### config.mk
export PLATFORM = sky130hd
export DESIGN_NAME = spi_sensor_sample_accumulator_flat
export DESIGN_NICKNAME = d
export VERILOG_FILES = /design/src/rtl/core/ssa_pkg.sv /design/src/rtl/core/ssa_if.sv /design/src/rtl/core/spi_sensor_sample_accumulator.sv /design/src/flat_wrapper.sv
export SDC_FILE = /design/constraint.sdc
export NUM_CORES = 1
export LEC_CHECK = 0
export BUFFER_PORTS_ARGS = -buffer_cell sky130_fd_sc_hd__buf_2
export CORE_MARGIN = 3
export CORE_UTILIZATION = 55
export DETAILED_ROUTE_END_ITERATION = 12
export GPL_ROUTABILITY_DRIVEN = 0
export PLACE_DENSITY = 0.77
export SLEW_MARGIN = 5
export SYNTH_ARGS = -nofsm -noshare
export SYNTH_HDL_FRONTEND = slang
export SYNTH_SLANG_ARGS = --single-unit
### constraint.sdc
create_clock -name clock -period 7.8 [get_ports clock]
set_clock_uncertainty 0.1 [all_clocks]
set_input_delay 1.56 -clock clock [delete_from_list [all_inputs] [get_ports clock]]
set_output_delay 1.56 -clock clock [all_outputs]
set_load 0.02 [all_outputs]
### src/rtl/core/ssa_pkg.sv
// Shared types and constants for the SPI sensor sample accumulator.
// No dependencies; the interfaces and the top level refer to it by scoped names.
package ssa_pkg;

   localparam int BYTE_W      = 8;
   localparam int WORD_W      = 32;
   localparam int TOTAL_W     = 64;
   localparam int CSR_INDEX_W = 3;
   localparam int CSR_DATA_W  = 32;
   localparam int XFER_W      = 3;
   localparam int FLAGS_W     = 2;
   localparam int SHIFT_W     = 5;
   localparam int CENTER_W    = 31;
   localparam int DEAD_W      = 30;

   localparam logic [BYTE_W-1:0] BYTE_MASK = 8'hff;

   typedef enum logic [CSR_INDEX_W-1:0] {
      REG_TRANSFER_BYTES = 3'd0,
      REG_FORMAT_FLAGS   = 3'd1,
      REG_VALID_MASK     = 3'd2,
      REG_VALID_PATTERN  = 3'd3,
      REG_FIELD_SHIFT    = 3'd4,
      REG_FIELD_BITS     = 3'd5,
      REG_CENTER_OFFSET  = 3'd6,
      REG_DEAD_ZONE      = 3'd7
   } csr_index_type;

   localparam int FLAG_BIG_ENDIAN = 0;
   localparam int FLAG_SIGNED     = 1;

   typedef struct packed {
      logic              clear;
      logic              valid;
      logic              sum;
      logic [WORD_W-1:0] sample;
   } sample_type;

endpackage

### src/rtl/core/ssa_if.sv
// Request, response and register-write channel interfaces of the accumulator.
// Depends on ssa_pkg for field widths.
interface ssa_req_if;
   logic                           valid;
   logic                           ready;
   logic                           func;
   logic [ssa_pkg::BYTE_W-1:0]     resp_byte0;
   logic [ssa_pkg::BYTE_W-1:0]     resp_byte1;
   logic [ssa_pkg::BYTE_W-1:0]     resp_byte2;
   logic [ssa_pkg::BYTE_W-1:0]     resp_byte3;
   modport source (output valid, func, resp_byte0, resp_byte1, resp_byte2, resp_byte3,
                   input ready);
   modport sink (input valid, func, resp_byte0, resp_byte1, resp_byte2, resp_byte3,
                 output ready);
endinterface

interface ssa_rsp_if;
   logic                               valid;
   logic                               ready;
   logic signed [ssa_pkg::TOTAL_W-1:0] total;
   logic [ssa_pkg::WORD_W-1:0]         sample_count;
   logic signed [ssa_pkg::WORD_W-1:0]  last_sample;
   logic                               sample_valid;
   modport source (output valid, total, sample_count, last_sample, sample_valid,
                   input ready);
   modport sink (input valid, total, sample_count, last_sample, sample_valid,
                 output ready);
endinterface

interface ssa_csr_if;
   logic                              valid;
   logic                              ready;
   logic [ssa_pkg::CSR_INDEX_W-1:0]   index;
   logic [ssa_pkg::CSR_DATA_W-1:0]    data;
   modport source (output valid, index, data, input ready);
   modport sink (input valid, index, data, output ready);
endinterface

### src/rtl/core/spi_sensor_sample_accumulator.sv
// Top level of the SPI sensor sample accumulator: word assembly, field
// extraction, centering, deadband test and the running total, count and last value.
// Depends on ssa_pkg and the channel interfaces in ssa_if.sv.
//
//   channel  direction  carries
//   req      in         func, resp_byte0..resp_byte3
//   rsp      out        total, sample_count, last_sample, sample_valid
//   csr      in         index, data (register write)
//
// One request per cycle unless a stalled response backs up the stages; each request passes
// through the input register, sample register and accumulator/result register.
// Each stage holds its item only while the stage after it is full and stalled,
// so requests keep flowing into empty stages while a response waits.
// The register-write port is always ready. Reset is synchronous and clears
// the stage valid bits, the totals and the registers to their reset values.
module spi_sensor_sample_accumulator (
   input logic       clock,
   input logic       reset,
   ssa_req_if.sink   req,
   ssa_rsp_if.source rsp,
   ssa_csr_if.sink   csr
);

   logic [ssa_pkg::XFER_W-1:0]   transfer_bytes_ff;
   logic [ssa_pkg::FLAGS_W-1:0]  format_flags_ff;
   logic [ssa_pkg::WORD_W-1:0]   valid_mask_ff;
   logic [ssa_pkg::WORD_W-1:0]   valid_pattern_ff;
   logic [ssa_pkg::SHIFT_W-1:0]  field_shift_ff;
   logic [ssa_pkg::SHIFT_W-1:0]  field_bits_ff;
   logic [ssa_pkg::CENTER_W-1:0] center_offset_ff;
   logic [ssa_pkg::DEAD_W-1:0]   dead_zone_ff;

   logic                                s1_valid_ff;
   logic                                s1_func_ff;
   logic [3:0][ssa_pkg::BYTE_W-1:0]     s1_bytes_ff;
   logic                                s2_valid_ff;
   ssa_pkg::sample_type                 s2_ff;
   ssa_pkg::sample_type                 s2_in;
   logic                                out_valid_ff;
   logic signed [ssa_pkg::TOTAL_W-1:0]  total_ff;
   logic signed [ssa_pkg::TOTAL_W-1:0]  total_in;
   logic [ssa_pkg::WORD_W-1:0]          count_ff;
   logic [ssa_pkg::WORD_W-1:0]          count_in;
   logic [ssa_pkg::WORD_W-1:0]          last_ff;
   logic [ssa_pkg::WORD_W-1:0]          last_in;
   logic                                sample_valid_ff;
   logic                                sample_valid_in;

   logic en1;
   logic en2;
   logic en3;

   logic [ssa_pkg::WORD_W-1:0] word;
   logic [ssa_pkg::WORD_W-1:0] shifted;
   logic [ssa_pkg::WORD_W-1:0] fmask;
   logic [ssa_pkg::WORD_W-1:0] field;
   logic [ssa_pkg::WORD_W-1:0] field_ext;
   logic [ssa_pkg::WORD_W-1:0] center32;
   logic [ssa_pkg::WORD_W-1:0] diff;
   logic                       sign_hit;
   logic signed [ssa_pkg::WORD_W:0] s_ext;
   logic signed [ssa_pkg::WORD_W:0] dz_ext;

   assign en3 = !out_valid_ff || rsp.ready;
   assign en2 = !s2_valid_ff || en3;
   assign en1 = !s1_valid_ff || en2;

   assign req.ready = en1;
   assign csr.ready = 1'b1;

   // Register writes.
   always_ff @(posedge clock) begin
      if (reset) begin
         transfer_bytes_ff <= 3'd4;
         format_flags_ff   <= '0;
         valid_mask_ff     <= '0;
         valid_pattern_ff  <= '0;
         field_shift_ff    <= '0;
         field_bits_ff     <= 5'd16;
         center_offset_ff  <= '0;
         dead_zone_ff      <= '0;
      end else if (csr.valid) begin
         case (ssa_pkg::csr_index_type'(csr.index))
            ssa_pkg::REG_TRANSFER_BYTES: transfer_bytes_ff <= csr.data[ssa_pkg::XFER_W-1:0];
            ssa_pkg::REG_FORMAT_FLAGS:   format_flags_ff   <= csr.data[ssa_pkg::FLAGS_W-1:0];
            ssa_pkg::REG_VALID_MASK:     valid_mask_ff     <= csr.data;
            ssa_pkg::REG_VALID_PATTERN:  valid_pattern_ff  <= csr.data;
            ssa_pkg::REG_FIELD_SHIFT:    field_shift_ff    <= csr.data[ssa_pkg::SHIFT_W-1:0];
            ssa_pkg::REG_FIELD_BITS:     field_bits_ff     <= csr.data[ssa_pkg::SHIFT_W-1:0];
            ssa_pkg::REG_CENTER_OFFSET:  center_offset_ff  <= csr.data[ssa_pkg::CENTER_W-1:0];
            ssa_pkg::REG_DEAD_ZONE:      dead_zone_ff      <= csr.data[ssa_pkg::DEAD_W-1:0];
            default: ;
         endcase
      end
   end

   // Input register.
   always_ff @(posedge clock) begin
      if (reset) begin
         s1_valid_ff <= 1'b0;
      end else if (en1) begin
         s1_valid_ff <= req.valid;
      end
   end

   always_ff @(posedge clock) begin
      if (en1 && req.valid) begin
         s1_func_ff     <= req.func;
         s1_bytes_ff[0] <= req.resp_byte0 & ssa_pkg::BYTE_MASK;
         s1_bytes_ff[1] <= req.resp_byte1 & ssa_pkg::BYTE_MASK;
         s1_bytes_ff[2] <= req.resp_byte2 & ssa_pkg::BYTE_MASK;
         s1_bytes_ff[3] <= req.resp_byte3 & ssa_pkg::BYTE_MASK;
      end
   end

   // Word assembly; lengths above four act as four.
   always_comb begin
      if (format_flags_ff[ssa_pkg::FLAG_BIG_ENDIAN]) begin
         case (transfer_bytes_ff)
            3'd0:    word = '0;
            3'd1:    word = {24'd0, s1_bytes_ff[0]};
            3'd2:    word = {16'd0, s1_bytes_ff[0], s1_bytes_ff[1]};
            3'd3:    word = {8'd0, s1_bytes_ff[0], s1_bytes_ff[1], s1_bytes_ff[2]};
            default: word = {s1_bytes_ff[0], s1_bytes_ff[1], s1_bytes_ff[2], s1_bytes_ff[3]};
         endcase
      end else begin
         case (transfer_bytes_ff)
            3'd0:    word = '0;
            3'd1:    word = {24'd0, s1_bytes_ff[0]};
            3'd2:    word = {16'd0, s1_bytes_ff[1], s1_bytes_ff[0]};
            3'd3:    word = {8'd0, s1_bytes_ff[2], s1_bytes_ff[1], s1_bytes_ff[0]};
            default: word = {s1_bytes_ff[3], s1_bytes_ff[2], s1_bytes_ff[1], s1_bytes_ff[0]};
         endcase
      end
   end

   // Field extraction, sign extension, centering and the deadband test.
   always_comb begin
      shifted   = word >> field_shift_ff;
      fmask     = ~({ssa_pkg::WORD_W{1'b1}} << field_bits_ff);
      field     = shifted & fmask;
      sign_hit  = format_flags_ff[ssa_pkg::FLAG_SIGNED] && (|(field & fmask & ~(fmask >> 1)));
      field_ext = sign_hit ? (field | ~fmask) : field;
      center32  = {center_offset_ff[ssa_pkg::CENTER_W-1], center_offset_ff};
      diff      = field_ext - center32;
      s_ext     = $signed({diff[ssa_pkg::WORD_W-1], diff});
      dz_ext    = $signed({3'd0, dead_zone_ff});
      s2_in.clear  = s1_func_ff;
      s2_in.valid  = !s1_func_ff && ((word & valid_mask_ff) == valid_pattern_ff);
      s2_in.sum    = (s_ext > dz_ext) || (s_ext < -dz_ext);
      s2_in.sample = diff;
   end

   always_ff @(posedge clock) begin
      if (reset) begin
         s2_valid_ff <= 1'b0;
      end else if (en2) begin
         s2_valid_ff <= s1_valid_ff;
      end
   end

   always_ff @(posedge clock) begin
      if (en2 && s1_valid_ff) begin
         s2_ff <= s2_in;
      end
   end

   // Accumulator and result register.
   always_comb begin
      total_in        = total_ff;
      count_in        = count_ff;
      last_in         = '0;
      sample_valid_in = 1'b0;
      if (s2_ff.clear) begin
         total_in = '0;
         count_in = '0;
      end else if (s2_ff.valid) begin
         if (s2_ff.sum) begin
            total_in = total_ff + $signed({{(ssa_pkg::TOTAL_W-ssa_pkg::WORD_W)
                                             {s2_ff.sample[ssa_pkg::WORD_W-1]}},
                                           s2_ff.sample});
         end
         count_in        = count_ff + 32'd1;
         last_in         = s2_ff.sample;
         sample_valid_in = 1'b1;
      end
   end

   always_ff @(posedge clock) begin
      if (reset) begin
         out_valid_ff    <= 1'b0;
         total_ff        <= '0;
         count_ff        <= '0;
         last_ff         <= '0;
         sample_valid_ff <= 1'b0;
      end else if (en3) begin
         out_valid_ff <= s2_valid_ff;
         if (s2_valid_ff) begin
            total_ff        <= total_in;
            count_ff        <= count_in;
            last_ff         <= last_in;
            sample_valid_ff <= sample_valid_in;
         end
      end
   end

   assign rsp.valid        = out_valid_ff;
   assign rsp.total        = total_ff;
   assign rsp.sample_count = count_ff;
   assign rsp.last_sample  = $signed(last_ff);
   assign rsp.sample_valid = sample_valid_ff;

   // A valid sample loaded into the result register advances the count by one.
   a_count_step: assert property (@(posedge clock) disable iff (reset)
      (en3 && s2_valid_ff && !s2_ff.clear && s2_ff.valid) |=>
         (count_ff == $past(count_ff) + 32'd1))
      else $error("sample count did not advance by one");

   // A clear request empties the total and the count.
   a_clear: assert property (@(posedge clock) disable iff (reset)
      (en3 && s2_valid_ff && s2_ff.clear) |=> (total_ff == '0 && count_ff == '0))
      else $error("clear request left a nonzero total or count");

   // A response without a valid sample always reports a zero last value.
   a_last_zero: assert property (@(posedge clock) disable iff (reset)
      (out_valid_ff && !sample_valid_ff) |-> (last_ff == '0))
      else $error("last value nonzero without a valid sample");

   // An empty input stage takes a request even while a response is stalled.
   a_ready_empty: assert property (@(posedge clock) disable iff (reset)
      !s1_valid_ff |-> req.ready)
      else $error("input stage empty but not ready");

endmodule

### src/flat_wrapper.sv
// flat-port wrapper written by rule: the top's interface ports become plain ports
module spi_sensor_sample_accumulator_flat 
  (clock, reset, req_valid, req_func, req_resp_byte0, req_resp_byte1, req_resp_byte2, req_resp_byte3, req_ready, rsp_valid, rsp_total, rsp_sample_count, rsp_last_sample, rsp_sample_valid, rsp_ready, csr_valid, csr_index, csr_data, csr_ready);
  ssa_req_if req_i ();
  ssa_rsp_if rsp_i ();
  ssa_csr_if csr_i ();
  input logic clock;
  input logic reset;
  input wire logic [$bits(req_i.valid)-1:0] req_valid;
  input wire logic [$bits(req_i.func)-1:0] req_func;
  input wire logic [$bits(req_i.resp_byte0)-1:0] req_resp_byte0;
  input wire logic [$bits(req_i.resp_byte1)-1:0] req_resp_byte1;
  input wire logic [$bits(req_i.resp_byte2)-1:0] req_resp_byte2;
  input wire logic [$bits(req_i.resp_byte3)-1:0] req_resp_byte3;
  output wire logic [$bits(req_i.ready)-1:0] req_ready;
  output wire logic [$bits(rsp_i.valid)-1:0] rsp_valid;
  output wire logic [$bits(rsp_i.total)-1:0] rsp_total;
  output wire logic [$bits(rsp_i.sample_count)-1:0] rsp_sample_count;
  output wire logic [$bits(rsp_i.last_sample)-1:0] rsp_last_sample;
  output wire logic [$bits(rsp_i.sample_valid)-1:0] rsp_sample_valid;
  input wire logic [$bits(rsp_i.ready)-1:0] rsp_ready;
  input wire logic [$bits(csr_i.valid)-1:0] csr_valid;
  input wire logic [$bits(csr_i.index)-1:0] csr_index;
  input wire logic [$bits(csr_i.data)-1:0] csr_data;
  output wire logic [$bits(csr_i.ready)-1:0] csr_ready;
  assign req_i.valid = req_valid;
  assign req_i.func = req_func;
  assign req_i.resp_byte0 = req_resp_byte0;
  assign req_i.resp_byte1 = req_resp_byte1;
  assign req_i.resp_byte2 = req_resp_byte2;
  assign req_i.resp_byte3 = req_resp_byte3;
  assign req_ready = req_i.ready;
  assign rsp_valid = rsp_i.valid;
  assign rsp_total = rsp_i.total;
  assign rsp_sample_count = rsp_i.sample_count;
  assign rsp_last_sample = rsp_i.last_sample;
  assign rsp_sample_valid = rsp_i.sample_valid;
  assign rsp_i.ready = rsp_ready;
  assign csr_i.valid = csr_valid;
  assign csr_i.index = csr_index;
  assign csr_i.data = csr_data;
  assign csr_ready = csr_i.ready;
  spi_sensor_sample_accumulator u_core (.clock(clock), .reset(reset), .req(req_i), .rsp(rsp_i), .csr(csr_i));
endmodule
==> out/results.ini <==
[outcome]
status = finished, violations left
violations = negative setup slack

[clock_network]
cts_tree = done
clock-root-buffer = clkbuf_16
path_clk_slew_ns = 0.06
cts.sinks = 340
cts_hold_buf = 0
cts_made_buffers = 40
htreeDepth = 2
max-clock-path-buffers = 3
clkLatencyLatePin_ns = 0.57

[yosys]
synth_edf_count = 68
synth_top_area_share_pct = 23.15
synth_top_cell_by_area = dfxtp_1
syn_area_mm2 = 0.02352
yosysSeqAreaShare_pct = 31.84
synth-main-ff-cell = dfxtp_1
synth_nets = 3199
synth_top_cells_by_area = dfxtp_1 23%, edfxtp_1 8.7%, ha_1 8.4%
ys_types = 89
synthArstFlopShare_pct = 0
synth_cells = 2966
synth_seq_cells = 340
syn_avg_cell_area_um2 = 7.929
ys_warn_count = 0

[sta]
finalMaxSlewViolations = 0
finalHoldViolCount = 0
hold-worst-slack_ns = 0.3533
period_needed_ns = 8.328
relSlewSlack_pct = 22.22
fmax_mhz = 120.1
fin_ws_ns = -0.5275
rsz0062_at_grt = true
finalSetupViolCount = 1
tightest_slew_ns = 1.165
fin_crit_sh_pct = 106.8

[final_layout]
drive_gt1_share_pct = 20.61
final_util_pct = 67.92
syn2layout_area_growth_pct = 21.68
n_antenna_cell = 0
nFillCells = 3312
fin_nets = 3553

[setup_path]
crit_type = reg2reg
end_kind = register
worst-path-buf-inv = 5
crit_fanout = 7
worst_path_max_delay_cell = a2111oi_2
slowest_delay_ns = 0.50
cp.arrival_ns = 8.53
crit_top_cell = buf_4
cp.required_ns = 8.00
start_kind = register
cp_top_family = compound AO/OA/AOI/OAI gates

[routing]
drt-vias-per-instance = 6.500
drc = 0
drtIter0Drc = 3173
via_count = 25270
wl_per_cell_um = 20.67
finalWirelength_mm = 80.36
ant_nets = 0
dr.pass1.iters = 8

[hold_path]
min_path_type = reg2reg

[floorplan]
start_util_pct = 55.82
die_height_um = 212.8
coreArea_mm2 = 0.04213
die_w_um = 212.8
die-area_mm2 = 0.04528
std_cell_rows = 75
ios = 205

[grt]
grt_max_degree = 95
grt_pass1_vias = 23660
grt.overflow.total = 0
grt_first_pass_wirelength_mm = 123.5
antenna_found_initial = 0
track_usage_pct = 33.71

[power_and_ir_drop]
p_leak_nw = 11.95
ir_worst_vdd_mv = 0.2245
p_total_w = 0.005758
p_per_area_mw_per_mm2 = 201.2

[run]
cap_viol_max_count = 0

[placed_design]
dpl.hpwl_mm = 58.65
portBuffers = 203
place_ws_ns = -0.5414

[placed cells by master (no fill, tap or decap), drive strengths merged, types with 11 or more instances in the layout]
master,instances
a31oi,31
a21o,76
nand4,36
o21a,25
nor3,52
o22ai,14
xnor2,83
or2,16
a21oi,285
inv,101
xor2,48
nor2,301
nand2b,42
and3,33
mux4,19
a311oi,22
nand2,431
o21ai,118
o31ai,24
nor2b,36
a22oi,87
a2111oi,13
clkbuf,55
or3,19
dfxtp,272
nor4,25
clkinv,11
a211oi,30
o211ai,16
nand3,78
mux2i,48
edfxtp,68
o21bai,12
buf,485
ha,158
and2,18
mux2,26
[cell type report]
| cell class | count | area [um2] | share of cell area [%] |
|---|---|---|---|
| tap | 539 | 674.4 | 2.357 |
| clock inverter | 17 | 275.3 | 0.9619 |
| sequential | 340 | 7498 | 26.20 |
| clock buffer | 53 | 1142 | 3.992 |
| inverter | 105 | 397.9 | 1.390 |
| timing repair buffer | 487 | 3231 | 11.29 |
| multi-input combinational | 2346 | 15400 | 53.81 |
[report_power, final]
group	internal (W)	total, W	switching (W)
clock network	0.00126	0.00202	0.000763
logic	0.000788	0.00178	0.000995
registers	0.00188	0.00195	0.0000680
[layer usage]
layer | wire length (um) | up-vias | global-route usage, %
met5 | 0 | - | 0
met4 | 4862 | 0 | 17.09
met3 | 8106 | 445 | 7.905
met2 | 36670 | 1551 | 55.12
met1 | 30720 | 11820 | 41.76
li1 | - | 11450 | -
[logic make-up (layout without fill, tap and decap cells)]
| family | count (synthesis) | count (layout) | share of synthesized area (%) |
|---|---|---|---|
| AO/OA/AOI/OAI | 847 | 847 | 23.47 |
| other | 1 | 1 | 0.01595 |
| buffers and inverters | 280 | 662 | 4.682 |
| AND/OR/NAND/NOR | 1113 | 1113 | 21.33 |
| XOR/XNOR | 132 | 132 | 4.974 |
| flip-flops | 340 | 340 | 31.84 |
| adder cells (fa/ha/maj) | 160 | 160 | 8.576 |
| multiplexers | 93 | 93 | 5.107 |
[tightest hold or removal path, delay by kind of cell, from the launching register on]
kind | cells | cell delay (ns)
simple gates | 1 | 0.05
compound gates | 1 | 0.05
flops | 1 | 0.30
[worst paths after layout]
path	start	to	slack [ns]	depth (start not counted)
worst max-delay path	u_core.transfer_bytes_ff[2]	u_core.s2_ff[32]	-0.53	34
worst min-delay path	u_core.rsp.sample_valid	u_core.rsp.sample_valid	0.35	2
worst max register to register	u_core.transfer_bytes_ff[2]	u_core.s2_ff[32]	-0.53	34
worst min register to register	u_core.rsp.sample_valid	u_core.rsp.sample_valid	0.35	2
[state kept, by name (all words and copies together), names as in the netlist, 2 cells and up]
| name | cells |
|---|---|
| u_core.s1_bytes_ff | 32 |
| u_core.format_flags_ff | 2 |
| u_core.rsp.sample_count | 32 |
| u_core.valid_pattern_ff | 32 |
| u_core.field_shift_ff | 5 |
| u_core.rsp.total | 64 |
| u_core.rsp.last_sample | 32 |
| u_core.valid_mask_ff | 32 |
| u_core.dead_zone_ff | 30 |
| u_core.s2_ff | 35 |
| u_core.transfer_bytes_ff | 3 |
| u_core.center_offset_ff | 31 |
| u_core.field_bits_ff | 5 |
[through the flow]
stage	cell area (um2)	setup TNS, ns	std cells
6_report	28620	-0.5275	3887
5_1_grt	28620	-0.8035	3887
4_1_cts	28350	-0.1330	3874
3_5_place_dp	26530	-0.5414	3789
3_3_place_gp	26530	-0.3404	3789
2_1_floorplan	23520	0	2966
[cells in the mapped netlist, drive strengths merged (14+ instances only)]
library cell  instances
nand2               431
nor2                301
a21oi               285
dfxtp               272
ha                  158
clkbuf              135
o21ai               118
inv                 102
a22oi                87
xnor2                83
nand3                78
a21o                 76
edfxtp               68
nor3                 52
mux2i                48
xor2                 48
nand2b               42
buf                  40
nand4                36
nor2b                36
and3                 33
a31oi                31
a211oi               30
mux2                 26
nor4                 25
o21a                 25
o31ai                24
a311oi               22
mux4                 19
or3                  19
and2                 18
o211ai               16
or2                  16
o22ai                14
[timing repair]
action / 4_1_cts / 5_1_grt
gates resized for setup: 61 / 33
setup endpoints to repair: 1 / 1
pin swaps: 26 / 20
setup buffers: 15 / 13
Note: power is estimated with default switching activity, not from simulation.
